===== config.mk =====
export PLATFORM = sky130hd
export DESIGN_NAME = eabv_front
export DESIGN_NICKNAME = d
export VERILOG_FILES = /design/src/eabv_pkg.sv /design/src/eabv_front.sv
export VERILOG_INCLUDE_DIRS = /design/src /design/src/src
export SDC_FILE = /design/constraint.sdc
export NUM_CORES = 1
export LEC_CHECK = 0
export BUFFER_PORTS_ARGS = -buffer_cell sky130_fd_sc_hd__buf_2
export CAP_MARGIN = 20
export CORE_MARGIN = 3
export CORE_UTILIZATION = 35
export DETAILED_ROUTE_END_ITERATION = 12
export HOLD_SLACK_MARGIN = 0.15
export PLACE_DENSITY = 0.73
export SLEW_MARGIN = 5
export SYNTH_ARGS = -nofsm -noshare
export SYNTH_HDL_FRONTEND = slang
export SYNTH_SLANG_ARGS = --single-unit
export TNS_END_PERCENT = 50

===== constraint.sdc =====
create_clock -name i_clk -period 3.1 [get_ports i_clk]
set_clock_uncertainty 0.1 [all_clocks]
set_input_delay 0.465 -clock i_clk [delete_from_list [all_inputs] [get_ports i_clk]]
set_output_delay 0.465 -clock i_clk [all_outputs]
set_load 0.005 [all_outputs]

===== src/euler_angles_to_basis_vectors_macros.svh =====
// assertion macros, empty when synthesized
`ifndef EULER_ANGLES_TO_BASIS_VECTORS_MACROS_SVH
`define EULER_ANGLES_TO_BASIS_VECTORS_MACROS_SVH
`ifndef SYNTHESIS
`define EABV_ASSERT_NOW(label, ante, cons, msg) \
    label: assert property (@(posedge i_clk) disable iff (!i_rst_n) (ante) |-> (cons)) \
        else $error(msg);
`define EABV_ASSERT_NEXT(label, ante, cons, msg) \
    label: assert property (@(posedge i_clk) disable iff (!i_rst_n) (ante) |=> (cons)) \
        else $error(msg);
`else
`define EABV_ASSERT_NOW(label, ante, cons, msg)
`define EABV_ASSERT_NEXT(label, ante, cons, msg)
`endif
`endif


===== src/eabv_pkg.sv =====
package eabv_pkg;

    localparam int ANGLE_WIDTH   = 16;
    localparam int FRACTION_BITS = 14;
    localparam int FIELD_W       = 16;
    localparam int IN_W          = 3 * FIELD_W;
    localparam int OUT_W         = 9 * FIELD_W;

    localparam int TURN_W  = 32;
    localparam int RESID_W = TURN_W - 2;
    localparam int TRIG_W  = 32;
    localparam int PROD_W  = 2 * TRIG_W;
    localparam int RND_SH  = 2 * RESID_W - FRACTION_BITS;
    localparam int RND_W   = PROD_W - RND_SH;

    localparam int SAT_HI = (FRACTION_BITS >= 15) ? 32767 : (1 << FRACTION_BITS);
    localparam int SAT_LO = (FRACTION_BITS >= 15) ? -32768 : -(1 << FRACTION_BITS);

    localparam int QUEUE_DEPTH = 4;
    localparam int QPTR_W      = $clog2(QUEUE_DEPTH);

    localparam int ATAN_N = 24;
    localparam logic signed [TRIG_W-1:0] CORDIC_K = 32'sd652032874;
    localparam logic signed [TRIG_W-1:0] ATAN_TAB [ATAN_N] = '{
        32'sd536870912, 32'sd316933406, 32'sd167458907, 32'sd85004756,
        32'sd42667331,  32'sd21354465,  32'sd10679838,  32'sd5340245,
        32'sd2670163,   32'sd1335087,   32'sd667544,    32'sd333772,
        32'sd166886,    32'sd83443,     32'sd41722,     32'sd20861,
        32'sd10430,     32'sd5215,      32'sd2608,      32'sd1304,
        32'sd652,       32'sd326,       32'sd163,       32'sd81
    };

    typedef enum logic [1:0] {
        QUAD_I,
        QUAD_II,
        QUAD_III,
        QUAD_IV
    } t_quad;

    typedef struct packed {
        t_quad              quad;
        logic [RESID_W-1:0] resid;
    } t_angle;

    typedef struct packed {
        t_angle roll;
        t_angle yaw;
        t_angle pitch;
    } t_item;

    typedef struct packed {
        logic signed [TRIG_W-1:0] co;
        logic signed [TRIG_W-1:0] si;
    } t_trig;

endpackage


===== src/eabv_front.sv =====
`include "euler_angles_to_basis_vectors_macros.svh"

module eabv_front (
    input  logic                      i_clk,
    input  logic                      i_rst_n,
    input  logic                      i_valid,
    output logic                      o_ready,
    input  logic [eabv_pkg::IN_W-1:0] i_data,
    output logic                      o_push,
    output eabv_pkg::t_item           o_item,
    input  logic                      i_full
);
    import eabv_pkg::*;

    logic  r_valid;
    logic  n_valid;
    t_item r_item;
    t_item n_item;
    logic  w_take;

    function automatic t_angle classify(input logic [FIELD_W-1:0] a);
        logic [ANGLE_WIDTH-1:0] w;
        logic [TURN_W-1:0]      t;
        t_angle                 c;
        w       = ANGLE_WIDTH'(a);
        t       = {w, (TURN_W - ANGLE_WIDTH)'(0)};
        c.quad  = t_quad'(t[TURN_W-1 -: 2]);
        c.resid = t[RESID_W-1:0];
        return c;
    endfunction

    assign o_ready = !r_valid || !i_full;
    assign o_push  = r_valid && !i_full;
    assign o_item  = r_item;
    assign w_take  = i_valid && o_ready;

    always_comb begin
        n_valid = w_take || (r_valid && i_full);
        n_item  = r_item;
        if (w_take) begin
            n_item.pitch = classify(i_data[FIELD_W-1:0]);
            n_item.yaw   = classify(i_data[2*FIELD_W-1:FIELD_W]);
            n_item.roll  = classify(i_data[3*FIELD_W-1:2*FIELD_W]);
        end
    end

    always_ff @(posedge i_clk) begin
        if (!i_rst_n) begin
            r_valid <= 1'b0;
        end else begin
            r_valid <= n_valid;
        end
    end

    always_ff @(posedge i_clk) begin
        r_item <= n_item;
    end

    `EABV_ASSERT_NEXT(a_held_item_kept, r_valid && i_full, r_valid && $stable(r_item), "front item lost while queue full")

endmodule


# Word level (Yosys, flattened, before mapping)
# Cells that the tools add are included.
dict set report word_totals {
  reg_bits 49
  out_inout_bits 98
  wordCells 14
}
dict set report classes {
  reduce_logical 7
}
# operator n
set ops {}
lappend ops {{$logic_and 1x1->1} 3}
lappend ops {{$logic_not 1->1} 2}
lappend ops {{$logic_or 1x1->1} 2}

# Longest topological paths before layout
# Gate-level depths: netlist of the first run.
dict set report logic_depth {
  ltp_word 4
  mapped_depth 2
}

# Worst setup path after synthesis of the first run
# Ideal clock, no wire load.
dict set report synth_path {
  kind {input to register}
  from {input port i_full}
  to {register r_item, in the netlist o_item[16], enable pin}
  arrival_time_ps 1706
  t_required_ps 2590
  setup_slack_ps 883
  path_stages 2
  path_cell_list {nand2_1 > and2_1}
}
dict set report synth_between {
  elab_chain_cells 3
}
# element line
set synth_lines {}
lappend synth_lines {{start: declaration} eabv_front.sv:11} ;# input logic i_full
lappend synth_lines {{$logic_not 1->1} eabv_front.sv:32} ;# assign o_ready = !r_valid || !i_full;
lappend synth_lines {{$logic_or 1x1->1} eabv_front.sv:32}
lappend synth_lines {{$logic_and 1x1->1} eabv_front.sv:35} ;# assign w_take = i_valid && o_ready;
lappend synth_lines {{net w_take} eabv_front.sv:19} ;# logic w_take;
lappend synth_lines {{end signal: assignment} eabv_front.sv:56} ;# r_item <= n_item;
lappend synth_lines {{end: declaration} eabv_front.sv:17} ;# t_item r_item;
# The timed path passes the listed nets, and every way through them passes these cells.
# A chain may end at the register's enable or synchronous reset.

# Final worst setup path of the first run
dict set report layout_path {
  from {register r_valid}
  to {output port o_push}
}
dict set report layout_between {
  elab_chain_cells 1
}
# element line
set layout_lines {}
lappend layout_lines {{start: declaration} eabv_front.sv:15} ;# logic r_valid;
lappend layout_lines {{start signal: assignment} eabv_front.sv:51} ;# r_valid <= n_valid;
lappend layout_lines {{$logic_and 1x1->1} eabv_front.sv:33} ;# assign o_push = r_valid && !i_full;
lappend layout_lines {{end: declaration} eabv_front.sv:9} ;# output logic o_push,
# Every way passes these cells.

==> results of run 1 <==
## per-stage QoR
step           worst slack [ns]  hold slack [ns]
3_5_place_dp               1.36            0.425
4_1_cts                    1.60            0.230
3_3_place_gp               1.39            0.407
5_1_grt                    1.52            0.216
6_report                   1.61            0.238
2_1_floorplan             0.883            0.392
## power by group through the flow
stage | clock (mW) | combinational [mW] | sequential [mW]
CTS | 0.441 | 0.107 | 0.781
global placement | 0 | 0.104 | 0.795
global route | 0.475 | 0.119 | 0.784
floorplan | 0 | 0.0702 | 0.804
finish | 0.429 | 0.106 | 0.781
detailed placement | 0 | 0.107 | 0.796
## cell type report
class	instances	area share, %
Multi-Input combinational cell	53	8.88
Clock buffer	5	2.89
Antenna cell	1	0.105
Timing Repair Buffer	102	21.5
Clock inverter	3	1.73
Sequential cell	49	61.3
Tap cell	67	3.52
## cells in the mapped netlist
library cell / count
a21oi_1: 1
and2_1: 1
and2b_2: 1
buf_4: 48
conb_1: 1
dfxtp_1: 1
edfxtp_1: 48
nand2_1: 1
nor2b_1: 1
## registers in the layout (all words and copies together) (netlist names)
signal,cells
r_valid,1
o_item,48
## layer usage
metal  global-route usage, %  routed length [um]
met5                       0                   0
met4                    5.15                  58
met3                    5.67                 587
met2                    17.9                1690
met1                    8.96                1110
## worst max-delay path by stage
stage             from  slack (ns)    endpoint  cells after the start
6_report       r_valid        1.61      o_push                      2
5_1_grt        r_valid        1.52  o_item[93]                      3
4_1_cts        r_valid        1.60      o_push                      2
3_5_place_dp    i_full        1.36  o_item[92]                      4
3_3_place_gp    i_full        1.39  o_item[92]                      4
2_1_floorplan   i_full        0.88  o_item[16]                      2
## critical path: stages, from the launching register on
cell	delay, ns
dfxtp_1	0.33
and2b_2	0.18
buf_2	0.12
## kinds of logic after synthesis
logic type,count (synthesis)
DFF,49
AOI/OAI and AO/OA,1
and+or+nand+nor,4
other,1
buffers and inverters,48
## placed cells by master (no fill, tap or decap)
master and count:
a21oi_1 1, and2_2 1, and2b_2 1, buf_2 101, buf_4 1, bufinv_16 1, clkbuf_8 5, clkinv_1 1
clkinvlp_4 1, conb_1 48, dfxtp_1 1, diode_2 1, edfxtp_1 48, nand2_1 1, nor2b_1 1
==> impl_metrics.toml, run 1 <==
[floorplanning]
die_area_mm2 = 0.00621
pin_count = 150
initial_core_util_pct = 37.8
die_h_um = 78.8
die_x_um = 78.8
coreArea_mm2 = 0.00491
rows = 25

[synthesis]
synth_area_mm2 = 0.00186
syn_inst = 103
synth_top_area_share_pct = 77.7
synth_xor_area_share_pct = 0
ys_top_cells_by_area = "edfxtp_1 (78%), buf_4 (19%), dfxtp_1 (1.1%), and2b_2 (0.47%), and2_1 (0.34%)"
synthSimpleGateAreaFrac_pct = 1.35
muxShareOfSynthArea_pct = 0
synth_top_area_cell = "edfxtp_1"
synth.distinct_cells = 9
synth.avg_cell_area_um2 = 18.0
yosys_warnings = 0
synth-seq-area-share_pct = 78.8
synthAdderAreaFrac_pct = 0
synth_seq_cells = 49
synth_compound_area_share_pct = 0.270
synth_top_family_by_area = "buffers and inverters"

[status]
status = "complete, no violations"

[layout]
area_growth_pct = 28.4
n_fill_cell = 440
final-seq-area_mm2 = 0.00146
final_cell_count_no_fill = 280
multi_input_area_um2 = 211
final_nets = 263
fin_area_mm2 = 0.00238
drive_above_1_share_pct = 52.4
utilization_pct = 48.5

[clock_network]
clock_latency_ns = 0.29
cts_buffers = 5
path_clk_slew_ns = 0.09
clockBufferDepth = 2
ctsHoldBuffers = 0
htreeDepth = 2
cts_tree = "yes"
clock-root-buffer = "clkbuf_8"
postCtsSetupBuffers = 0
cts.repair.resized = 0
clock-sinks = 49

[global_route]
grt_use_total_pct = 10.0
antenna_found_initial = 0
grt_first_pass_wirelength_um = 4440
grt_max_degree = 49
gr-total-overflow = 0
grt_pass1_vias = 899

[worst_setup_path]
r2r_cells = 3
end_kind = "output port"
crit_fanout = 3
ff2ff_setup_slack_ns = 1.63
cp.required_ns = 2.53
path_class = "register to output port"
timing.rr.end = "o_item[88]"
start_kind = "register"
reg2reg_from = "r_valid"
cp.arrival_ns = 0.92

[routing]
viasPerCell = 3.66
wl_per_cell_um = 12.3
finalWirelength_um = 3450
ant_nets = 0
drcViolationCount = 0
vias = 1026
dr.pass1.iters = 3
drt-initial-drc-count = 34

[placed_design]
dp_cells = 271
dp_hpwl_um = 2750
port_buffers = 101
place_area_mm2 = 0.00227
place.gp.congestion = 0.670

[hold_path]
hold_end = "o_item[56]"
hold_depth = 1
hold_start = "i_data[24]"
hold_class = "input port to register"

[sta]
rsz0062_at_grt = "false"
setup_tns_ns = 0
period_share_pct = 48.0
worst_pin_slew_ns = 0.556
fmax_mhz = 672
finalWorstPathRequiredPeriod_ns = 1.49
relSlewSlack_pct = 63.0
finalSetupViolations = 0
final-hold-violation-count = 0
drv_slew = 0

[power_and_ir_drop]
total_power_mw = 1.32
power.internal_mw = 1.06
p_seq_share_pct = 59.3
p_leak_nw = 1.10
combPwrFrac_pct = 8.1
power_density_mw_per_mm2 = 552
ir_drop_v = 0.000190
power_switching_mw = 0.258
switching_share_pct = 19.6
power_frac_clock_pct = 32.6

[job]
drv_cap = 0
(Power assumes the default switching activity.)
==> run 2, diff against run 1 <==
==> constraint.sdc (replaced) <==
create_clock -name i_clk -period 1.5 [get_ports i_clk]
set_clock_uncertainty 0.1 [all_clocks]
set_input_delay 0.225 -clock i_clk [delete_from_list [all_inputs] [get_ports i_clk]]
set_output_delay 0.225 -clock i_clk [all_outputs]
set_load 0.005 [all_outputs]
==> run 2 against run 1 <==
Cell count increased by 17%. Combinational power increased to 3.2 times the previous value. Register-to-register slack got worse by 1.4 ns. First-iteration DRC count increased to 2.6 times the previous value. Highest routed layer unchanged. Worst setup slack got worse by 1.4 ns. Clock power increased by 71%.
==> impl_metrics.toml, run 2 (synthesized netlist as in run 1, its figures left out) <==
[sta]
rsz0062_at_grt = "false"
fmax_mhz = 805
period_share_pct = 82.8
setup_slack_ns = 0.258
drv_slew = 0
finalWorstPathRequiredPeriod_ns = 1.24
finalSetupViolations = 0
setup_tns_ns = 0
final-hold-violation-count = 0

[routing]
viasPerCell = 3.86
vias = 1267
top_layer = "met4"
finalWirelength_um = 4670
dr.pass1.iters = 4
drcViolationCount = 0
wl_met3_um = 714
wl_met2_um = 2300
drt-initial-drc-count = 87
wl_per_cell_um = 14.2
ant_nets = 0
wl_met1_um = 1590

[status]
status = "complete, no violations"

[worst_setup_path]
end_kind = "output port"
start_kind = "register"
path_class = "register to output port"
crit_fanout = 3
cp.arrival_ns = 0.92
cp.required_ns = 1.17

[placed_design]
dp_hpwl_um = 2940
place.gp.congestion = 0.691
port_buffers = 101
post-place-ws_ns = 0.264
dp_cells = 271

[layout]
final_nets = 312
largest_reg_flops = 48
area_growth_pct = 54.2
final_cell_count_no_fill = 328
antenna_cells = 0
drive_above_1_share_pct = 42.5
final_cell_mix = "buf_2 (101), dlygate4sd3_1 (49), conb_1 (48), edfxtp_1 (48), clkbuf_8 (5)"
layout_commonest_cell = "buf_2"

[floorplanning]
pin_count = 150
coreArea_mm2 = 0.00491
die_x_um = 78.8
die_h_um = 78.8
rows = 25
die_area_mm2 = 0.00621
initial_core_util_pct = 37.8

[power_and_ir_drop]
power_density_mw_per_mm2 = 940
p_leak_nw = 1.29
total_power_mw = 2.69
ir_drop_v = 0.000368

[global_route]
grt_use_total_pct = 14.8
antenna_found_initial = 0
grt_max_degree = 49
gr-total-overflow = 0
grt_first_pass_wirelength_um = 6800
grt_pass1_vias = 1200

[hold_path]
hold_class = "input port to register"

[clock_network]
clock-sinks = 49
path_clk_slew_ns = 0.08
clockBufferDepth = 2
clock_latency_ns = 0.28
cts_tree = "yes"
htreeDepth = 2
postCtsSetupBuffers = 0
cts_buffers = 5
clock-root-buffer = "clkbuf_8"

[job]
drv_cap = 0
run 2: final cells by class:
| type | instances | area (um^2) |
|---|---|---|
| fill | 385 | 2050 |
| sequential | 49 | 1460 |
| timing repair buffer | 151 | 1020 |
| multi-input combinational | 53 | 213 |
| tap | 67 | 83.8 |
| clock buffer | 6 | 72.6 |
| clock inverter | 2 | 15.0 |
run 2: critical path: stages (launching register included):
cell and delay, ns:
dfxtp_1 0.33, and2b_2 0.18, buf_2 0.12
run 2: layer usage:
metal | track usage [%] | vias up
li1 | - | 574
met1 | 16.2 | 582
met2 | 25.3 | 102
met3 | 6.80 | 9
met4 | 5.15 | 0
met5 | 0 | -
run 2: per-stage QoR:
stage	hold WS (ns)	cell area, um^2	utilization (%)
6_report	0.104	2860	58.3
5_1_grt	0.192	2860	58.3
4_1_cts	0.451	2870	58.5
3_5_place_dp	0.303	2280	46.5
3_3_place_gp	0.302	2280	46.5
2_1_floorplan	0.224	2030	-
run 2: worst paths after layout:
path                start          to  slack (ns)  cells after the start
setup / recovery  r_valid      o_push        0.26                      2
hold / removal    i_valid     r_valid        0.10                      3
setup reg to reg  r_valid  o_item[26]        0.27                      3
hold reg to reg   r_valid     r_valid        0.47                      2
run 2: report_power, final:
| part | total, mW | switching, mW | internal [mW] | leakage, nW |
|---|---|---|---|---|
| clock network | 0.732 | 0.404 | 0.328 | 0.0374 |
| logic | 0.339 | 0.150 | 0.189 | 0.782 |
| registers | 1.62 | 0.0215 | 1.60 | 0.473 |
run 2: repair_timing:
action	CTS	global route
hold buffers	50	0
setup endpoints to repair	0	1
hold endpoints to repair	49	0
gates resized for setup	0	0
==> run 3, diff against run 2 <==
--- a/config.mk
+++ b/config.mk
@@ -6,13 +6,14 @@
 export SDC_FILE = /design/constraint.sdc
 export NUM_CORES = 1
 export LEC_CHECK = 0
+export ABC_AREA = 1
 export BUFFER_PORTS_ARGS = -buffer_cell sky130_fd_sc_hd__buf_2
 export CAP_MARGIN = 20
 export CORE_MARGIN = 3
 export CORE_UTILIZATION = 35
 export DETAILED_ROUTE_END_ITERATION = 12
 export HOLD_SLACK_MARGIN = 0.15
-export PLACE_DENSITY = 0.73
+export PLACE_DENSITY = 0.76
 export SLEW_MARGIN = 5
 export SYNTH_ARGS = -nofsm -noshare
 export SYNTH_HDL_FRONTEND = slang
==> constraint.sdc (replaced) <==
create_clock -name i_clk -period 1 [get_ports i_clk]
set_clock_uncertainty 0.1 [all_clocks]
set_input_delay 0.15 -clock i_clk [delete_from_list [all_inputs] [get_ports i_clk]]
set_output_delay 0.15 -clock i_clk [all_outputs]
set_load 0.005 [all_outputs]
==> run 3 against run 2 <==
The run now ends with negative setup slack left. Combinational power is 79% higher. Worst setup slack worse by 0.49 ns. Cell count is 3.4% higher. Sequential power is 50% higher. Utilization is 3.9 points higher. Die area is 0.25% higher. Sequential cell count stayed put. Largest cell class unchanged.
==> impl_metrics.toml, run 3 <==
[layout]
n_fill_cell = 364
final-seq-area_mm2 = 0.00146
layout_commonest_cell = "buf_2"
final_cell_count_no_fill = 339
fin_area_mm2 = 0.00307
multi_input_area_um2 = 218
largest_reg_flops = 48
area_growth_pct = 65.0
final_nets = 323
final_cell_mix = "buf_2 (101), dlygate4sd3_1 (49), conb_1 (48), edfxtp_1 (48), clkbuf_8 (5)"
antenna_cells = 0
drive_above_1_share_pct = 45.6
utilization_pct = 62.1

[routing]
vias = 1274
dr.pass1.iters = 4
finalWirelength_um = 4530
drcViolationCount = 0
wl_per_cell_um = 13.4
viasPerCell = 3.76
ant_nets = 0
drt-initial-drc-count = 27

[worst_setup_path]
end_kind = "register"
startpoint = "r_valid"
cp.arrival_ns = 1.15
start_kind = "register"
path_class = "register to register"
reg2reg_from = "r_valid"
crit_fanout = 7
cp.required_ns = 0.92

[status]
status = "finished with violations"
violations = "negative setup slack"

[placed_design]
dp_cells = 277
dp_hpwl_um = 2750
post-place-ws_ns = -0.130
place_area_mm2 = 0.00234
port_buffers = 101
place.gp.congestion = 0.611

[floorplanning]
coreArea_mm2 = 0.00494
rows = 25
pin_count = 150
initial_core_util_pct = 37.6
die_area_mm2 = 0.00623
die_x_um = 78.9
die_h_um = 78.9

[hold_path]
hold_class = "input port to register"
hold_start = "i_full"

[sta]
holdWs_ns = 0.151
period_share_pct = 123
finalWorstPathRequiredPeriod_ns = 1.23
finalSetupViolations = 98
setup_slack_ns = -0.230
final-hold-violation-count = 0
setup_tns_ns = -10.23
fmax_mhz = 813
rsz0062_at_grt = "true"
drv_slew = 0

[synthesis]
netlist_top_cells_count = "buf_4 (48), edfxtp_1 (48), inv_1 (3)"
synthArstFlopShare_pct = 0
ys_top_cells_by_area = "edfxtp_1 (77%), buf_4 (19%), dfxtp_1 (1.1%), inv_1 (0.61%), a21oi_2 (0.47%)"
synth_top_area_share_pct = 77.5
synth_area_mm2 = 0.00186
syn_inst = 105
synth_seq_cells = 49
synth.avg_cell_area_um2 = 17.7
synth_edf_count = 48
synth.distinct_cells = 9
synth-seq-area-share_pct = 78.5
synth_top_area_cell = "edfxtp_1"
yosys_warnings = 0
ys.flop_type = "edfxtp_1"

[power_and_ir_drop]
power_switching_mw = 0.872
combPwrFrac_pct = 13.9
p_leak_nw = 1.39
p_seq_share_pct = 55.6
total_power_mw = 4.37
switching_share_pct = 20.0
power_frac_clock_pct = 30.5
power.internal_mw = 3.49
power_density_mw_per_mm2 = 1420
ir_drop_v = 0.000662

[global_route]
grt_max_degree = 16
gr-total-overflow = 0
antenna_found_initial = 0
grt_pass1_vias = 1246
grt_use_total_pct = 14.6
grt_first_pass_wirelength_um = 6690

[clock_network]
clock-sinks = 49
cts_buffers = 5
clock_latency_ns = 0.29
path_clk_slew_ns = 0.08
clock-root-buffer = "clkbuf_8"
htreeDepth = 2
cts_tree = "yes"
clockBufferDepth = 2

[job]
drv_cap = 0
## run 3: cell types whose count changed after synthesis, sizes merged
cell,change
and2b,-1
nor2,+1
inv,+3
nor2b,-1
a21oi,+1
and2,-1
## run 3: cells by family after synthesis
family | count (synthesis) | share of synthesized area, %
AOI/OAI and AO/OA | 2 | 0.740
DFF | 49 | 78.5
other | 1 | 0.202
buffers and inverters | 51 | 20.0
and+or+nand+nor | 2 | 0.538
## run 3: worst max-delay path, cell delays in order (launching register included)
cell and delay [ns]:
dfxtp_2 0.34, a21oi_4 0.14, buf_12 0.14, buf_12 0.11, buf_16 0.11
## run 3: layer usage
metal	share of wire, %	wire length (um)	global-route usage (%)	vias to the layer above
met4	1.9	86	5.33	0
met1	34	1540	15.1	572
met5	0	0	0	-
met2	51	2320	26.4	94
met3	13	580	6.01	8
li1	-	-	-	600
## run 3: area by class of cell
type                            instances  share of cell area, %
Sequential cell                        49                   47.6
Timing Repair Buffer                  160                   38.6
Multi-Input combinational cell         52                   7.09
Tap cell                               67                   2.73
Clock buffer                            5                   2.24
Clock inverter                          3                   1.34
Inverter                                3                  0.367
## run 3: worst paths after layout
kind | to | slack [ns] | cells past startpoint
worst max-delay path | o_item[49] | -0.23 | 4
worst max register to register | o_item[49] | -0.23 | 4
worst min-delay path | r_valid | 0.15 | 4
worst min register to register | r_valid | 0.50 | 3
## run 3: timing repair
item / 4_1_cts / 5_1_grt
cloned: 3 / 0
buffers inserted: 2 / 0
gates resized for setup: 5 / 1
hold buffers: 49 / 0
setup endpoints to repair: 98 / 98
endpoints found under the hold margin: 49 / 0
## run 3: power by group through the flow
stage	clock network, mW	registers (mW)	logic (mW)
floorplan	0	2.49	0.222
global placement	0	2.46	0.359
detailed placement	0	2.47	0.366
CTS	1.36	2.42	0.599
global route	1.47	2.44	0.663
finish	1.33	2.43	0.608
