[src/euler_angles_to_basis_vectors_macros.svh]
// assertion macros, empty when synthesized
`ifndef EULER_ANGLES_TO_BASIS_VECTORS_MACROS_SVH
`define EULER_ANGLES_TO_BASIS_VECTORS_MACROS_SVH
`ifndef SYNTHESIS
`define EABV_ASSERT_NOW(label, ante, cons, msg) \
    label: assert property (@(posedge i_clk) disable iff (!i_rst_n) (ante) |-> (cons)) \
        else $error(msg);
`define EABV_ASSERT_NEXT(label, ante, cons, msg) \
    label: assert property (@(posedge i_clk) disable iff (!i_rst_n) (ante) |=> (cons)) \
        else $error(msg);
`else
`define EABV_ASSERT_NOW(label, ante, cons, msg)
`define EABV_ASSERT_NEXT(label, ante, cons, msg)
`endif
`endif

[src/eabv_pkg.sv]
package eabv_pkg;

    localparam int ANGLE_WIDTH   = 16;
    localparam int FRACTION_BITS = 14;
    localparam int FIELD_W       = 16;
    localparam int IN_W          = 3 * FIELD_W;
    localparam int OUT_W         = 9 * FIELD_W;

    localparam int TURN_W  = 32;
    localparam int RESID_W = TURN_W - 2;
    localparam int TRIG_W  = 32;
    localparam int PROD_W  = 2 * TRIG_W;
    localparam int RND_SH  = 2 * RESID_W - FRACTION_BITS;
    localparam int RND_W   = PROD_W - RND_SH;

    localparam int SAT_HI = (FRACTION_BITS >= 15) ? 32767 : (1 << FRACTION_BITS);
    localparam int SAT_LO = (FRACTION_BITS >= 15) ? -32768 : -(1 << FRACTION_BITS);

    localparam int QUEUE_DEPTH = 4;
    localparam int QPTR_W      = $clog2(QUEUE_DEPTH);

    localparam int ATAN_N = 24;
    localparam logic signed [TRIG_W-1:0] CORDIC_K = 32'sd652032874;
    localparam logic signed [TRIG_W-1:0] ATAN_TAB [ATAN_N] = '{
        32'sd536870912, 32'sd316933406, 32'sd167458907, 32'sd85004756,
        32'sd42667331,  32'sd21354465,  32'sd10679838,  32'sd5340245,
        32'sd2670163,   32'sd1335087,   32'sd667544,    32'sd333772,
        32'sd166886,    32'sd83443,     32'sd41722,     32'sd20861,
        32'sd10430,     32'sd5215,      32'sd2608,      32'sd1304,
        32'sd652,       32'sd326,       32'sd163,       32'sd81
    };

    typedef enum logic [1:0] {
        QUAD_I,
        QUAD_II,
        QUAD_III,
        QUAD_IV
    } t_quad;

    typedef struct packed {
        t_quad              quad;
        logic [RESID_W-1:0] resid;
    } t_angle;

    typedef struct packed {
        t_angle roll;
        t_angle yaw;
        t_angle pitch;
    } t_item;

    typedef struct packed {
        logic signed [TRIG_W-1:0] co;
        logic signed [TRIG_W-1:0] si;
    } t_trig;

endpackage

[src/eabv_fifo.sv]
`include "euler_angles_to_basis_vectors_macros.svh"

module eabv_fifo (
    input  logic            i_clk,
    input  logic            i_rst_n,
    input  logic            i_push,
    input  eabv_pkg::t_item i_item,
    output logic            o_full,
    output logic            o_valid,
    input  logic            i_pop,
    output eabv_pkg::t_item o_item
);
    import eabv_pkg::*;

    t_item             r_mem [QUEUE_DEPTH];
    logic [QPTR_W-1:0] r_wr;
    logic [QPTR_W-1:0] r_rd;
    logic [QPTR_W:0]   r_count;
    logic [QPTR_W-1:0] n_wr;
    logic [QPTR_W-1:0] n_rd;
    logic [QPTR_W:0]   n_count;

    assign o_full  = r_count == (QPTR_W + 1)'(QUEUE_DEPTH);
    assign o_valid = r_count != '0;
    assign o_item  = r_mem[r_rd];

    always_comb begin
        n_wr    = r_wr;
        n_rd    = r_rd;
        n_count = r_count;
        if (i_push) begin
            n_wr = (r_wr == QPTR_W'(QUEUE_DEPTH - 1)) ? '0 : r_wr + 1'b1;
        end
        if (i_pop) begin
            n_rd = (r_rd == QPTR_W'(QUEUE_DEPTH - 1)) ? '0 : r_rd + 1'b1;
        end
        if (i_push && !i_pop) begin
            n_count = r_count + 1'b1;
        end else if (!i_push && i_pop) begin
            n_count = r_count - 1'b1;
        end
    end

    always_ff @(posedge i_clk) begin
        if (!i_rst_n) begin
            r_wr    <= '0;
            r_rd    <= '0;
            r_count <= '0;
        end else begin
            r_wr    <= n_wr;
            r_rd    <= n_rd;
            r_count <= n_count;
        end
    end

    always_ff @(posedge i_clk) begin
        if (i_push) begin
            r_mem[r_wr] <= i_item;
        end
    end

    `EABV_ASSERT_NOW(a_no_push_full, i_push, !o_full, "push into full queue")
    `EABV_ASSERT_NOW(a_no_pop_empty, i_pop, o_valid, "pop from empty queue")

endmodule

[config.mk]
export PLATFORM = sky130hd
export DESIGN_NAME = eabv_fifo
export DESIGN_NICKNAME = d
export VERILOG_FILES = /design/src/eabv_pkg.sv /design/src/eabv_fifo.sv
export VERILOG_INCLUDE_DIRS = /design/src /design/src/src
export SDC_FILE = /design/constraint.sdc
export NUM_CORES = 1
export LEC_CHECK = 0
export BUFFER_PORTS_ARGS = -buffer_cell sky130_fd_sc_hd__buf_2
export CAP_MARGIN = 20
export CORE_ASPECT_RATIO = 1.25
export CORE_MARGIN = 3
export CORE_UTILIZATION = 57
export DETAILED_ROUTE_END_ITERATION = 10
export HOLD_SLACK_MARGIN = 0.15
export PLACE_DENSITY = 0.85
export SYNTH_ARGS = -nofsm -noshare
export SYNTH_HDL_FRONTEND = slang
export SYNTH_SLANG_ARGS = --single-unit
export TNS_END_PERCENT = 100
[constraint.sdc]
create_clock -name i_clk -period 3.8 [get_ports i_clk]
set_clock_uncertainty 0.1 [all_clocks]
set_input_delay 0.19 -clock i_clk [delete_from_list [all_inputs] [get_ports i_clk]]
set_output_delay 0.19 -clock i_clk [all_outputs]
set_load 0.02 [all_outputs]
## Yosys cells after proc, flatten, opt, wreduce, memory -nomap -nowiden

Memory sizes are Yosys's and may differ from the RTL's. A register that Yosys moved wholly into a read port is not among the register bits.
Cells that the tools add are included.

| storage, ports and cells | value |
|---|---|
| register bits | 7 |
| memories kept | 1 |
| bits in writable memories | 384 |

| cells by class | value |
|---|---|
| reduce and logical (&&, ||, !) cells | 6 |
| equal/unequal tests | 3 |
| add/sub/neg operators | 4 |
| multiplexer cells | 8 |

Memories:

| memory | words | bits a word | read ports | clocked after memory_dff | write ports | RTL line | source |
|---|---|---|---|---|---|---|---|
| r_mem | 4 | 96 | 1 | 1 | 1 | eabv_fifo.sv:15 | `t_item r_mem [QUEUE_DEPTH];` |

Operators by type and width:

| operator | number |
|---|---|
| $mux 2 | 4 |
| $mux 3 | 2 |
| $add 2x1->2 const B | 2 |
| $eq 2x2->1 const B | 2 |
| $add 3x1->3 const B | 1 |
| $eq 3x3->1 const B | 1 |
| $reduce_bool 3->1 | 1 |
| $sub 3x1->3 const B | 1 |
| $logic_and 1x1->1 | 2 |
| $logic_not 1->1 | 2 |
| $mux 1 | 2 |
| $reduce_bool 2->1 | 1 |

## Depth between registers and ports, before layout

Gate-level depths: netlist of the first run.

| depth | value |
|---|---|
| depth after elaboration | 4 |
| depth in mapped cells | 7 |
| mapped depth without buffers | 7 |

## Least setup slack after synthesis of the first run

OpenSTA, ideal clock, no wires.

| path | value |
|---|---|
| path type | register to register |
| start point | register r_wr[0] |
| end point | memory r_mem[3][0] (netlist bit) (enable) |
| setup slack | 0.467 ns |
| arrival time | 2.768 ns |
| clock period less this slack | 3.333 ns |
| path buffers | 0 |
| stages on the path, launching flop included | 3 |
| path through | dfxtp_1 -> ha_1 -> and2_1 |

RTL lines:

| what | RTL line | source |
|---|---|---|
| start, declared | eabv_fifo.sv:16 | `logic [QPTR_W-1:0] r_wr;` |
| start signal, assigned | eabv_fifo.sv:50 | `r_wr <= n_wr;` |
| end, declared | eabv_fifo.sv:15 |  |

Straight into the memory's write port.

==> flow_metrics.env, run 1 <==
export IMPL_finalWorstSetupSlack_ps=929.8
export IMPL_ant_nets=0
export IMPL_fin_cells=1224
export IMPL_holdPathStages=2
export IMPL_syn_nets=653
export IMPL_cp_slowest_cell="dfxtp_4"
export IMPL_peakVddDrop_mv=0.4404
export IMPL_ys_ff_latch=393
export IMPL_clk_latency_ps=490
export IMPL_r2r_start="r_wr[0]$_SDFFE_PN0P_"
export IMPL_hpwl_mm=16.08
export IMPL_yosysWarnings=0
export IMPL_grt_max_degree=60
export IMPL_ioPinCount=198
export IMPL_synth_edf_count=384
export IMPL_ys_seq_area_share_pct=81.88
export IMPL_drc=0
export IMPL_arrival_ps=2580
export IMPL_endpoint_kind="output port"
export IMPL_die_x_um=147.7
export IMPL_hold_viol=0
export IMPL_numCtsBuffers=36
export IMPL_clock_sinks=393
export IMPL_synth_area_mm2=0.01430
export IMPL_worst_r2r_path_depth=3
export IMPL_place_inst=1060
export IMPL_maxSlewViolCount=0
export IMPL_wl_per_cell_um=23.56
export IMPL_tritoncts="done"
export IMPL_place_ws_ps=1372
export IMPL_drtIter0Drc=482
export IMPL_routed_via_density=5.681
export IMPL_cts_clk_slew_worst_paths_ps=60
export IMPL_wl_met3_mm=1.731
export IMPL_initial_utilization_pct=58.18
export IMPL_r2r_end="r_mem[1][9]$_DFFE_PP_"
export IMPL_die_h_um=183.1
export IMPL_hp_class="input pin to flop"
export IMPL_crit_fanout=30
export IMPL_synthCells=546
export IMPL_grtUsageTotal_pct=21.80
export IMPL_rsz0062_at_grt="false"
export IMPL_synth_largest_area_cell="edfxtp_1"
export IMPL_fp_row_count=64
export IMPL_top_layer="met4"
export IMPL_finalSetupViolCount=0
export IMPL_finalWirelength_mm=28.83
export IMPL_grt_overflow=0
export IMPL_synthDistinctLibCells=22
export IMPL_coreArea_mm2=0.02458
export IMPL_powerDensity_mw_per_mm2=527.2
export IMPL_min_period_ps=2870
export IMPL_met1_length_mm=11.20
export IMPL_area_growth_pct=24.38
export IMPL_grt_antenna_before_repair=0
export IMPL_multi_input_area_mm2=0.002436
export IMPL_num_vias=6953
export IMPL_cpPeakStageDelay_ps=730
export IMPL_grt_first_pass_wirelength_mm=44.94
export IMPL_clockRootBuffer="clkbuf_16"
export IMPL_worstPathCellList="buf_4 > mux4_2 > buf_2"
export IMPL_place_gp_congestion=0.7416
export IMPL_dr_wl_met2_mm=15.37
export IMPL_slew_headroom_pct=37.87
export IMPL_netlist_top_cells_area="edfxtp_1, mux4_2, dfxtp_1, ha_1, buf_6"
export IMPL_antenna_cells=0
export IMPL_regArea_mm2=0.01172
export IMPL_htreeDepth=2
export IMPL_rrSetupSlack_ps=1670
export IMPL_power_w=0.009378
export IMPL_layout_drive_gt1_share_pct=39.04
export IMPL_grt_pass1_vias=7781
export IMPL_required_ps=3510
export IMPL_max_cap_violations=0
export IMPL_tightest_slew_ps=932.0
export IMPL_hp_start="i_item[59]"
export IMPL_fin_crit_sh_pct=75.53
export IMPL_tns_ps=0
export IMPL_nets=975
export IMPL_async_flop_share_pct=0
export IMPL_synth_top_area_share_pct=80.62
export IMPL_status="finished clean"
export IMPL_drt_first_pass_iters=4
export IMPL_synth_ff_type="edfxtp_1"
export IMPL_dieArea_mm2=0.02704
export IMPL_hold_end="r_mem[3][59]$_DFFE_PP_"
export IMPL_power_leakage_nw=6.051
export IMPL_fillers=1357
export IMPL_postCtsResizedCells=0
export IMPL_synth_area_per_cell_um2=26.19
export IMPL_fmax_mhz=348.4
export IMPL_crit_type="flop to output port"
export IMPL_clock_path_buffers=3
export IMPL_cp_start_kind="flop"
export IMPL_port_buffers=197
cells in the final DEF (no fill, tap or decap), drive strengths merged:
cell and instances:
nor3 1, ha 6, nor3b 1, nor2 1
clkinv 10, mux2i 4, fa 1, o21a 1
mux4 96, dlygate4sd3 100, dfxtp 9, clkbuf 50
edfxtp 384, or3 2, buf 206, o21ai 1
xor2 1, nor2b 5, a21boi 1, bufinv 2
inv 6, and2 5, xnor2 1
state kept, by name, indices dropped and copies added, names as in the netlist, named ones only:
signal / count
r_mem: 384
r_count: 3
r_rd: 2
r_wr: 2
synth_stat cells, types with 2 or more instances:
cell type and instances:
mux2i_1 4, and2_1 5, nor2b_1 5, buf_2 11, edfxtp_1 384, buf_6 5
clkbuf_1 5, inv_1 4, mux4_2 96, ha_1 6, dfxtp_1 9, or3_1 2
power by group:
part / internal (W) / switching (W) / leakage, nW
Clock: 0.00193 / 0.00142 / 0.524
Sequential: 0.00497 / 0.0000864 / 3.60
Combinational: 0.000429 / 0.000544 / 1.92
logic make-up after synthesis:
family	Yosys count	share of synthesized area, %
compound gates	3	0.1400
xor+xnor	2	0.1225
fa+ha+maj	7	0.6649
buf+inv	26	1.155
flops	393	81.88
mux	100	15.40
simple gates	15	0.6386
stage by stage:
stage	hold slack, ps	util (%)	area [um^2]
after global placement	299.5	63.86	15700
final	333.1	72.36	17790
after global routing	329.8	72.36	17790
after floorplan	188.9	-	14300
after detailed placement	306.3	63.86	15700
after CTS	310.8	72.36	17790
layout make-up:
class,instances,area share (%)
Sequential cell,393,65.87
Multi-Input combinational cell,127,13.69
Timing Repair Buffer,306,11.90
Clock buffer,50,5.479
Tap cell,330,2.321
Clock inverter,14,0.6471
Inverter,4,0.08440
timing repair:
| action | CTS | global route |
|---|---|---|
| setup buffers | 0 | 0 |
| hold buffers | 100 | 0 |
| hold endpoints to repair | 393 | 0 |
layer usage:
layer	vias up	global-route usage (%)
met5	-	0
met4	0	5.744
met3	43	4.078
met2	281	38.13
met1	3643	28.79
li1	2986	-
worst max-delay path: cells and delay by family, from the launching register on:
family | cells | cell delay [ps]
buf+inv | 2 | 720
flops | 1 | 730
mux | 1 | 600
how the worst max path moves through the flow:
stage / end / from / slack, ps / cells after the start
after floorplan: r_mem[3][0]$_DFFE_PP_ / r_wr[0]$_SDFFE_PN0P_ / 470 / 2
after global placement: o_item[91] / flop / 1410 / 3
after detailed placement: o_item[49] / flop / 1370 / 3
after CTS: o_item[42] / flop / 810 / 3
after global routing: o_item[55] / flop / 720 / 3
final: o_item[55] / flop / 930 / 3
No activity file was read; power rests on OpenSTA's default activity.
==> run 2: changes to the inputs <==
==> constraint.sdc (replaced) <==
create_clock -name i_clk -period 2.8 [get_ports i_clk]
set_clock_uncertainty 0.1 [all_clocks]
set_input_delay 0.14 -clock i_clk [delete_from_list [all_inputs] [get_ports i_clk]]
set_output_delay 0.14 -clock i_clk [all_outputs]
set_load 0.02 [all_outputs]
==> flow_metrics.env, run 2 (synthesis results as in run 1) <==
export IMPL_tns_ps=0
export IMPL_slew_headroom_pct=63.06
export IMPL_clock_path_buffers=3
export IMPL_power_w=0.01277
export IMPL_max_cap_violations=0
export IMPL_tightest_slew_ps=554.2
export IMPL_stdcell_area_mm2=0.01792
export IMPL_nets=980
export IMPL_port_buffers=197
export IMPL_layout_commonest_cell="edfxtp_1"
export IMPL_drt_first_pass_iters=5
export IMPL_endpoint_kind="output port"
export IMPL_fillers=1370
export IMPL_dieArea_mm2=0.02704
export IMPL_num_vias=6881
export IMPL_coreArea_mm2=0.02458
export IMPL_cp_start_kind="flop"
export IMPL_crit_buf_inv=2
export IMPL_fin_util_pct=72.91
export IMPL_largest_reg_flops=384
export IMPL_rsz0062_at_grt="false"
export IMPL_grt_antenna_before_repair=1
export IMPL_die_x_um=147.7
export IMPL_cpPeakStageDelay_ps=620
export IMPL_cts_hold_buf=100
export IMPL_cts_repair_timing_setup_buffer_count=0
export IMPL_maxSlewViolCount=0
export IMPL_clk_latency_ps=490
export IMPL_crit_type="flop to output port"
export IMPL_arrival_ps=2200
export IMPL_top_register="r_mem"
export IMPL_hp_class="input pin to flop"
export IMPL_fp_row_count=64
export IMPL_numCtsBuffers=36
export IMPL_ioPinCount=198
export IMPL_required_ps=2560
export IMPL_initial_utilization_pct=58.18
export IMPL_ant_nets=0
export IMPL_drtIter0Drc=508
export IMPL_fin_crit_sh_pct=87.16
export IMPL_wl_per_cell_um=22.96
export IMPL_place_gp_congestion=0.7302
export IMPL_power_leakage_nw=6.107
export IMPL_cp_slowest_cell="dfxtp_4"
export IMPL_mostFrequentLayoutCells="edfxtp_1, buf_2, dlygate4sd3_1, mux4_2, clkbuf_16"
export IMPL_place_inst=1065
export IMPL_routed_via_density=5.613
export IMPL_min_period_ps=2440
export IMPL_fmax_mhz=409.8
export IMPL_finalSetupViolCount=0
export IMPL_crit_fanout=30
export IMPL_multi_input_area_mm2=0.002436
export IMPL_die_h_um=183.1
export IMPL_area_growth_pct=25.32
export IMPL_grt_overflow=0
export IMPL_htreeDepth=2
export IMPL_status="finished clean"
export IMPL_drc=0
export IMPL_grtUsageTotal_pct=21.23
export IMPL_peakVddDrop_mv=0.8394
export IMPL_postCtsResizedCells=0
export IMPL_clock_sinks=393
export IMPL_finalWirelength_mm=28.16
export IMPL_clockRootBuffer="clkbuf_16"
export IMPL_cpLargestDelayFamily="flip-flops"
export IMPL_tritoncts="done"
export IMPL_reg_top3="r_mem: 384 flops, r_count: 3 flops"
export IMPL_grt_first_pass_wirelength_mm=43.78
export IMPL_regArea_mm2=0.01172
export IMPL_grt_pass1_vias=7639
export IMPL_layout_drive_gt1_share_pct=40.00
export IMPL_powerDensity_mw_per_mm2=712.7
export IMPL_fin_cells=1226
export IMPL_dpl_cell_area_mm2=0.01582
export IMPL_worstPathCellList="buf_12 > mux4_2 > buf_2"
export IMPL_hold_viol=0
export IMPL_cts_clk_slew_worst_paths_ps=60
export IMPL_hpwl_mm=16.28
export IMPL_grt_max_degree=42
==> run 2: cell types whose count changed in the layout (fill, tap and decap cells not counted) <==
cell / change
clkbuf_8: +2
buf_12: +7
diode_2: +1
clkinvlp_4: +1
clkinv_2: +2
clkbuf_1: -3
buf_4: -2
clkinv_1: -5
inv_6: -1
==> run 2: final cells by class <==
class / count / area share, %
Sequential cell: 393 / 65.38
Multi-Input combinational cell: 127 / 13.59
Timing Repair Buffer: 311 / 12.51
Clock buffer: 49 / 5.529
Tap cell: 330 / 2.304
Clock inverter: 11 / 0.5864
Inverter: 4 / 0.08377
Antenna cell: 1 / 0.01396
==> run 2: worst register-to-register path, stage by stage, from the launching register on <==
cell	delay, ps
dfxtp_1	350
inv_1	90
ha_1	150
and2_4	460
buf_4	430
==> run 2: routing by layer <==
layer | routed length, um | track usage [%]
met1 | 10500 | 28.02
met2 | 15340 | 36.81
met3 | 1764 | 4.226
met4 | 561 | 5.931
met5 | 0 | 0
==> run 2: path summary, 6_finish.rpt <==
check | from | endpoint | slack (ps) | cells past startpoint
max | flop | o_item[92] | 360 | 3
min reg2reg | r_count[2]$_SDFFE_PN0P_ | r_count[2]$_SDFFE_PN0P_ | 480 | 2
max reg2reg | r_wr[0]$_SDFFE_PN0P_ | r_mem[2][24]$_DFFE_PP_ | 880 | 4
min | i_item[21] | r_mem[1][21]$_DFFE_PP_ | 290 | 2
==> run 2: report_power, final <==
part	leakage, nW	internal, W	switching (W)
sequential	3.60	0.00674	0.000102
clock	0.531	0.00266	0.00193
combinational	1.97	0.000604	0.000749
total	6.11	0.0100	0.00278
==> run 2: metrics by stage <==
stage               setup slack (ps)  hold slack, ps
finish                         359.5           289.5
global route                   211.9           289.1
CTS                            280.4           270.2
detailed placement             836.6           257.5
global placement               872.5           248.7
floorplan                      520.6           138.9
==> run 3: changes to the inputs <==
--- a/config.mk
+++ b/config.mk
@@ -10,10 +10,11 @@
 export CAP_MARGIN = 20
 export CORE_ASPECT_RATIO = 1.25
 export CORE_MARGIN = 3
-export CORE_UTILIZATION = 57
+export CORE_UTILIZATION = 61
 export DETAILED_ROUTE_END_ITERATION = 10
+export GPL_TIMING_DRIVEN = 0
 export HOLD_SLACK_MARGIN = 0.15
-export PLACE_DENSITY = 0.85
+export PLACE_DENSITY = 0.84
 export SYNTH_ARGS = -nofsm -noshare
 export SYNTH_HDL_FRONTEND = slang
 export SYNTH_SLANG_ARGS = --single-unit
==> constraint.sdc (replaced) <==
create_clock -name i_clk -period 3.1 [get_ports i_clk]
set_clock_uncertainty 0.1 [all_clocks]
set_input_delay 0.155 -clock i_clk [delete_from_list [all_inputs] [get_ports i_clk]]
set_output_delay 0.155 -clock i_clk [all_outputs]
set_load 0.02 [all_outputs]
==> flow_metrics.env, run 3 (synthesis results as in run 1) <==
export IMPL_grt_max_degree=60
export IMPL_num_vias=6986
export IMPL_routed_via_density=5.822
export IMPL_coreArea_mm2=0.02304
export IMPL_cts_repair_timing_setup_buffer_count=0
export IMPL_drc=0
export IMPL_fp_row_count=62
export IMPL_reg_top3="r_mem: 384 flops, r_count: 3 flops"
export IMPL_cts_hold_buf=99
export IMPL_clk_latency_ps=510
export IMPL_tns_ps=0
export IMPL_finalWorstSetupSlack_ps=629.9
export IMPL_ioPinCount=198
export IMPL_mostFrequentLayoutCells="edfxtp_1, buf_2, dlygate4sd3_1, mux4_2, clkbuf_16"
export IMPL_grt_first_pass_wirelength_mm=43.23
export IMPL_hp_class="input pin to flop"
export IMPL_clock_sinks=393
export IMPL_powerDensity_mw_per_mm2=654.6
export IMPL_ant_nets=0
export IMPL_max_cap_violations=0
export IMPL_slew_headroom_pct=40.38
export IMPL_drt_first_pass_iters=4
export IMPL_fin_util_pct=77.80
export IMPL_numCtsBuffers=37
export IMPL_htreeDepth=2
export IMPL_clock_path_buffers=3
export IMPL_cts_clk_slew_worst_paths_ps=60
export IMPL_dieArea_mm2=0.02533
export IMPL_place_gp_congestion=0.7211
export IMPL_die_x_um=143.0
export IMPL_crit_type="flop to output port"
export IMPL_power_w=0.01173
export IMPL_hpwl_mm=15.87
export IMPL_fin_crit_sh_pct=79.68
export IMPL_wl_per_cell_um=23.18
export IMPL_tritoncts="done"
export IMPL_postCtsResizedCells=0
export IMPL_fin_cells=1200
export IMPL_grt_pass1_vias=7656
export IMPL_antenna_cells=0
export IMPL_finalSetupViolCount=0
export IMPL_grt_overflow=0
export IMPL_initial_utilization_pct=62.08
export IMPL_rsz0062_at_grt="false"
export IMPL_port_buffers=197
export IMPL_clockRootBuffer="clkbuf_16"
export IMPL_place_ws_ps=956.5
export IMPL_grtUsageTotal_pct=22.63
export IMPL_grt_antenna_before_repair=0
export IMPL_required_ps=2840
export IMPL_hold_viol=0
export IMPL_min_period_ps=2470
export IMPL_drtIter0Drc=400
export IMPL_crit_fanout=10
export IMPL_fmax_mhz=404.9
export IMPL_endpoint_kind="output port"
export IMPL_place_inst=1035
export IMPL_tightest_slew_ps=894.3
export IMPL_largest_reg_flops=384
export IMPL_maxSlewViolCount=0
export IMPL_peakVddDrop_mv=0.5978
export IMPL_layout_commonest_cell="edfxtp_1"
export IMPL_fillers=1141
export IMPL_top_register="r_mem"
export IMPL_arrival_ps=2220
export IMPL_power_leakage_nw=6.166
export IMPL_die_h_um=177.2
export IMPL_layout_drive_gt1_share_pct=40.02
export IMPL_cp_start_kind="flop"
export IMPL_area_growth_pct=25.33
export IMPL_status="finished clean"
export IMPL_finalWirelength_mm=27.81
export IMPL_nets=992
## run 3: cell types whose count changed in the layout (fill, tap and decap cells not counted), moves of 3 or more
cell      previous run  this run
buf_16               0         3
clkbuf_1            10        17
buf_6                0         5
buf_2              197       208
buf_12              12         2
## run 3: final cells by class
| type | count | area, um^2 | share of cell area [%] |
|---|---|---|---|
| clock inverters | 15 | 151.4 | 0.8446 |
| clock buffers | 51 | 1021 | 5.696 |
| repair buffers | 300 | 2079 | 11.60 |
| multi-input cells | 127 | 2436 | 13.59 |
| well taps | 288 | 360.3 | 2.010 |
| flip-flops and latches | 393 | 11710 | 65.34 |
| plain buffers | 22 | 150.1 | 0.8376 |
| inverters | 4 | 15.01 | 0.08376 |
## run 3: worst paths after layout
check                               start                      end  slack [ps]  cells after the start
setup / recovery                     flop               o_item[63]         630                      5
hold / removal                 i_item[17]   r_mem[1][17]$_DFFE_PP_         300                      2
setup reg to reg     r_wr[0]$_SDFFE_PN0P_   r_mem[2][93]$_DFFE_PP_         970                      4
hold reg to reg   r_count[2]$_SDFFE_PN0P_  r_count[2]$_SDFFE_PN0P_         450                      2
## run 3: per-stage QoR
step | hold WS [ps] | area [um^2]
3_3_place_gp | 264.2 | 15650
4_1_cts | 267.4 | 17920
2_1_floorplan | 153.9 | 14310
3_5_place_dp | 271.6 | 15760
6_report | 298.9 | 17920
5_1_grt | 285.0 | 17920
## run 3: layer usage
| metal | global-route usage (%) | vias up | wire, um |
|---|---|---|---|
| met2 | 39.03 | 298 | 14860 |
| li1 | - | 3024 | - |
| met3 | 5.054 | 56 | 1927 |
| met5 | 0 | - | 0 |
| met4 | 6.616 | 0 | 748 |
| met1 | 29.26 | 3608 | 10270 |
## run 3: power by group
part	switching (W)	leakage, nW	internal [W]	total, W
Combinational	0.000708	2.00	0.000541	0.00125
Clock	0.00177	0.565	0.00256	0.00433
Sequential	0.0000684	3.60	0.00609	0.00616
Total	0.00255	6.17	0.00919	0.0117
## run 3: critical path, stage by stage (launching register included)
cell,delay (ps)
dfxtp_1,300
buf_2,210
buf_2,310
buf_2,330
mux4_2,370
buf_2,180
